`src/rtl/salc_ram.sv`:
```
// Generic simple dual-port RAM: one write port, one read port, registered read.
// No dependencies.
module salc_ram #(
  parameter int unsigned WIDTH = 8,
  parameter int unsigned DEPTH = 16
) (
  input  logic                     clk_i,
  input  logic                     we_i,
  input  logic [$clog2(DEPTH)-1:0] waddr_i,
  input  logic [WIDTH-1:0]         wdata_i,
  input  logic [$clog2(DEPTH)-1:0] raddr_i,
  output logic [WIDTH-1:0]         rdata_o
);

  logic [WIDTH-1:0] mem_q [DEPTH];
  logic [WIDTH-1:0] rdata_q;

  // write port and registered read port
  always_ff @(posedge clk_i) begin
    if (we_i) begin
      mem_q[waddr_i] <= wdata_i;
    end
    rdata_q <= mem_q[raddr_i];
  end

  assign rdata_o = rdata_q;

endmodule

```
`config.mk`:
```
export PLATFORM = sky130hd
export DESIGN_NAME = salc_ram
export DESIGN_NICKNAME = d
export VERILOG_FILES = /design/src/rtl/salc_ram.sv
export SDC_FILE = /design/constraint.sdc
export NUM_CORES = 1
export LEC_CHECK = 0
export BUFFER_PORTS_ARGS = -buffer_cell sky130_fd_sc_hd__buf_4
export CAP_MARGIN = 20
export CORE_UTILIZATION = 50
export CTS_BUF_LIST = sky130_fd_sc_hd__clkbuf_2 sky130_fd_sc_hd__clkbuf_4 sky130_fd_sc_hd__clkbuf_8
export DETAILED_ROUTE_END_ITERATION = 10
export GPL_ROUTABILITY_DRIVEN = 0
export PLACE_DENSITY = 0.73
export SLEW_MARGIN = 15
export SYNTH_ARGS = -nofsm -noshare
export SYNTH_HDL_FRONTEND = slang
export SYNTH_SLANG_ARGS = --single-unit
```
`constraint.sdc`:
```
create_clock -name clk_i -period 1.8 [get_ports clk_i]
set_clock_uncertainty 0.1 [all_clocks]
set_input_delay 0.09 -clock clk_i [delete_from_list [all_inputs] [get_ports clk_i]]
set_output_delay 0.09 -clock clk_i [all_outputs]
set_load 0.005 [all_outputs]
```
# ---- Yosys cells after proc, flatten, opt, wreduce, memory -nomap -nowiden
# Memories as Yosys holds them, arrays and structs flattened. A register that Yosys moved wholly into a read port is not among the register bits.
# Cells that the tools add are included.
dict set report classes {
  add_sub_neg 0
  multipliers 0
  div 0
  magnitude_cmp 0
  n_eq_ne 0
  shift 0
  n_mux 2
  bitwise_logic 0
  reduce_logical 0
}
# op n
set op_table {}
lappend op_table {{2-to-1 mux 1 bit} 2}
dict set report totals {
  register_bits 0
  latchBits 0
  mem_bits_rw 128
  romBits 0
  input_bits 18
  out_inout_bits 8
  elab_cells 3
  n_memories 1
}
# memory words word_bits read_ports rd_ports_with_merged_regs write_ports line_no
set mem_list {}
lappend mem_list {mem_q 16 8 1 1 1 15} ;# logic [WIDTH-1:0] mem_q [DEPTH];

# ---- Depth between registers and ports, before layout
dict set report depth {
  depth_word 2
  ltp_mapped 5
  depth_no_buf 3
}

# ---- Least setup slack after synthesis
# Ideal clock, no wire load.
dict set report synth_path {
  kind {input to register}
  start {input waddr_i[2]}
  end {memory mem_q[0][0], enable pin}
  setup_time_ps 383
  arrival_ps 1200
  t_required_ps 1317
  path_slack_ps 117
  cell_stages 2
  n_path_buf 0
  cell_sequence {or3b_2 nor3_1}
}
# element line_no
set synth_rtl {}
lappend synth_rtl {{start: declaration} 9} ;# input logic [$clog2(DEPTH)-1:0] waddr_i,
lappend synth_rtl {{end: declaration} 15}
# Straight into the memory's write port.

==> flow_summary.json <==
{
  "drive_above_1_share_pct": 32.7,
  "core_um2": 9860,
  "die_w_um": 103,
  "muxShareOfSynthArea_pct": 15.0,
  "hold_path_class": "in -> reg",
  "routed_wl_um": 9840,
  "setup_viol": 0,
  "critPathBufInv": 0,
  "antenna_found_initial": 0,
  "cp-end-kind": "register",
  "holdPathEnd": "mem_q[4][4]",
  "wl_per_cell_um": 22.3,
  "drv_slew": 0,
  "num_antenna_cells": 0,
  "min_from": "waddr_i[0]",
  "die_y_um": 103,
  "die-area_um2": 10700,
  "synthCells": 229,
  "grt_pass1_wl_um": 14900,
  "crit_slowest_cell": "mux4_2",
  "overflow": 0,
  "rows": 36,
  "ys_types": 19,
  "cp-start-kind": "register",
  "critPathKind": "reg -> reg",
  "grt-busiest-layer": "met2",
  "critPathTopFamily": "multiplexers",
  "maxCapViolCount": 0,
  "synth_top_family_by_area": "multiplexers",
  "cts_hold_buf": 8,
  "finalCoreUtilization_pct": 62.3,
  "clock-sinks": 136,
  "critical_path.cell_chain": "mux4_2, a22oi_1, nand2_1",
  "grt_setup_unrepaired": "false",
  "status": "finished, final reports clean",
  "start_util_pct": 52.2,
  "cts_root_buffer": "clkbuf_8",
  "fmaxAchievable_mhz": 674,
  "synthAdderAreaFrac_pct": 0,
  "tightest_slew_ps": 436,
  "maxSlewHeadroom_pct": 70.9,
  "reg2reg_slack_ps": 320,
  "grt_start_max_net_pins": 19,
  "drc": 0,
  "hold_viol": 0,
  "grtUsageTotal_pct": 21.0,
  "io_pins": 26,
  "synth_area_per_cell_um2": 22.5,
  "crit_arrival_ps": 1700,
  "use_met3_pct": 6.32,
  "hpwlAfterDp_um": 6420,
  "peakVddDrop_uv": 477,
  "post_cts_buffers": 0,
  "synth-seq-area-share_pct": 77.8,
  "synthesis.area_um2": 5150,
  "finalCritPeriodShare_pct": 82.4,
  "cpPeakStageDelay_ps": 470,
  "globalRouteMet2Util_pct": 31.4,
  "power_density_nw_per_um2": 1080,
  "vias": 2566,
  "yosys.area_share.simple_pct": 3.18,
  "met1_usage_pct": 28.9,
  "numPortBuffers": 25,
  "cts_resized": 0,
  "cp_max_fo": 1,
  "leakage_nw": 2.11,
  "clockBufferDepth": 2,
  "first_pass_iters": 4,
  "grt_pass1_vias": 2593,
  "clock_latency_ps": 440,
  "reg2regPathDepth": 3,
  "synth-seq-cells": 136,
  "synth_compound_area_share_pct": 2.33,
  "crit_required_ps": 2020,
  "post-route-min-period_ps": 1480,
  "finalNetCount": 314,
  "timing.rr.end": "rdata_o[0]",
  "synth_warnings": 0,
  "routed_via_density": 5.81,
  "areaGrowthSynthToFinish_pct": 19.4,
  "cts_htree_levels": 4,
  "clk_pin_slew_ps": 80,
  "whs_path_depth": 3,
  "drt_iter0_markers": 170,
  "ant_nets": 0,
  "synth_xor_area_share_pct": 0,
  "numCtsBuffers": 17,
  "cts_tree": "built",
  "tns_ps": 0,
  "synth_nets": 247,
  "r2r_start": "mem_q[11][0]"
}
[state kept, by name (all words and copies together), names as in the netlist]
signal / cells
mem_q: 128
rdata_o: 8
[tightest hold or removal path, delay by kind of cell]
family / cells / cell delay (ps)
buf+inv: 2 / 280
simple gates: 1 / 70
[final cells by class]
type | instances | area, µm²
clock buffer | 18 | 241
clock inverter | 14 | 195
fill | 661 | 3720
multi-input combinational | 83 | 1060
sequential | 136 | 4000
tap | 133 | 166
timing repair buffer | 58 | 480
[per-stage QoR]
stage / std cells / area [µm²] / setup WS (ps) / total power [W] / hold slack, ps
2_1_floorplan: 229 / 5150 / 117 / 0.00380 / 88.9
3_3_place_gp: 402 / 5630 / 123 / 0.00398 / 289
3_5_place_dp: 402 / 5630 / 93.1 / 0.00399 / 309
4_1_cts: 442 / 6140 / 331 / 0.00670 / 39.1
5_1_grt: 442 / 6140 / 272 / 0.00686 / 46.9
6_report: 442 / 6140 / 317 / 0.00664 / 69.2
[placed cells by master, fill, tap and decap left out, types with 3 or more instances in the layout]
cell	Yosys	layout
nor2_1	13	13
mux4_1	14	14
mux4_2	18	18
a22oi_1	16	16
nand2_1	9	9
dlygate4sd3_1	0	8
edfxtp_1	128	128
clkinv_2	0	3
nor3_1	4	4
bufinv_16	0	4
inv_6	0	4
dfxtp_1	8	8
buf_4	1	48
clkbuf_8	0	17
[routing by layer]
layer	part of all wire, %	wire length, µm
met5	0	0
met4	1.5	150
met3	8.0	785
met2	48	4770
met1	42	4130
[where the power goes]
part	switching, W	internal [W]
combinational	0.000191	0.000183
sequential	0.0000223	0.00354
clock	0.00117	0.00154
total	0.00139	0.00526
[worst max-delay path by stage]
stage / startpoint / end / slack, ps / cells after the start
after floorplan: waddr_i[2] / mem_q[0][0] / 120 / 2
after global placement: raddr_i[0] / rdata_o[0] / 120 / 5
after detailed placement: raddr_i[0] / rdata_o[0] / 90 / 5
after CTS: mem_q[11][0] / rdata_o[0] / 330 / 3
after global routing: mem_q[11][0] / rdata_o[0] / 270 / 3
final: mem_q[11][0] / rdata_o[0] / 320 / 3
[synth_stat cells, drive strengths merged]
| cell type | n | area share [%] |
|---|---|---|
| a22oi | 16 | 2.3 |
| and2 | 1 | 0.12 |
| and2b | 1 | 0.15 |
| buf | 7 | 1.1 |
| clkdlybuf4s25 | 3 | 0.58 |
| dfxtp | 8 | 3.1 |
| edfxtp | 128 | 75 |
| mux4 | 32 | 15 |
| nand2 | 9 | 0.66 |
| nand2b | 2 | 0.24 |
| nand3 | 1 | 0.097 |
| nand3b | 2 | 0.29 |
| nor2 | 13 | 0.95 |
| nor2b | 1 | 0.12 |
| nor3 | 4 | 0.39 |
| or3b | 1 | 0.17 |
[cell families (layout without fill, tap and decap cells)]
family,count (synthesis),after routing
flops,136,136
simple gates,35,35
mux,32,32
compound gates,16,16
buf+inv,10,90
Power figures use the tool's default switching activity.
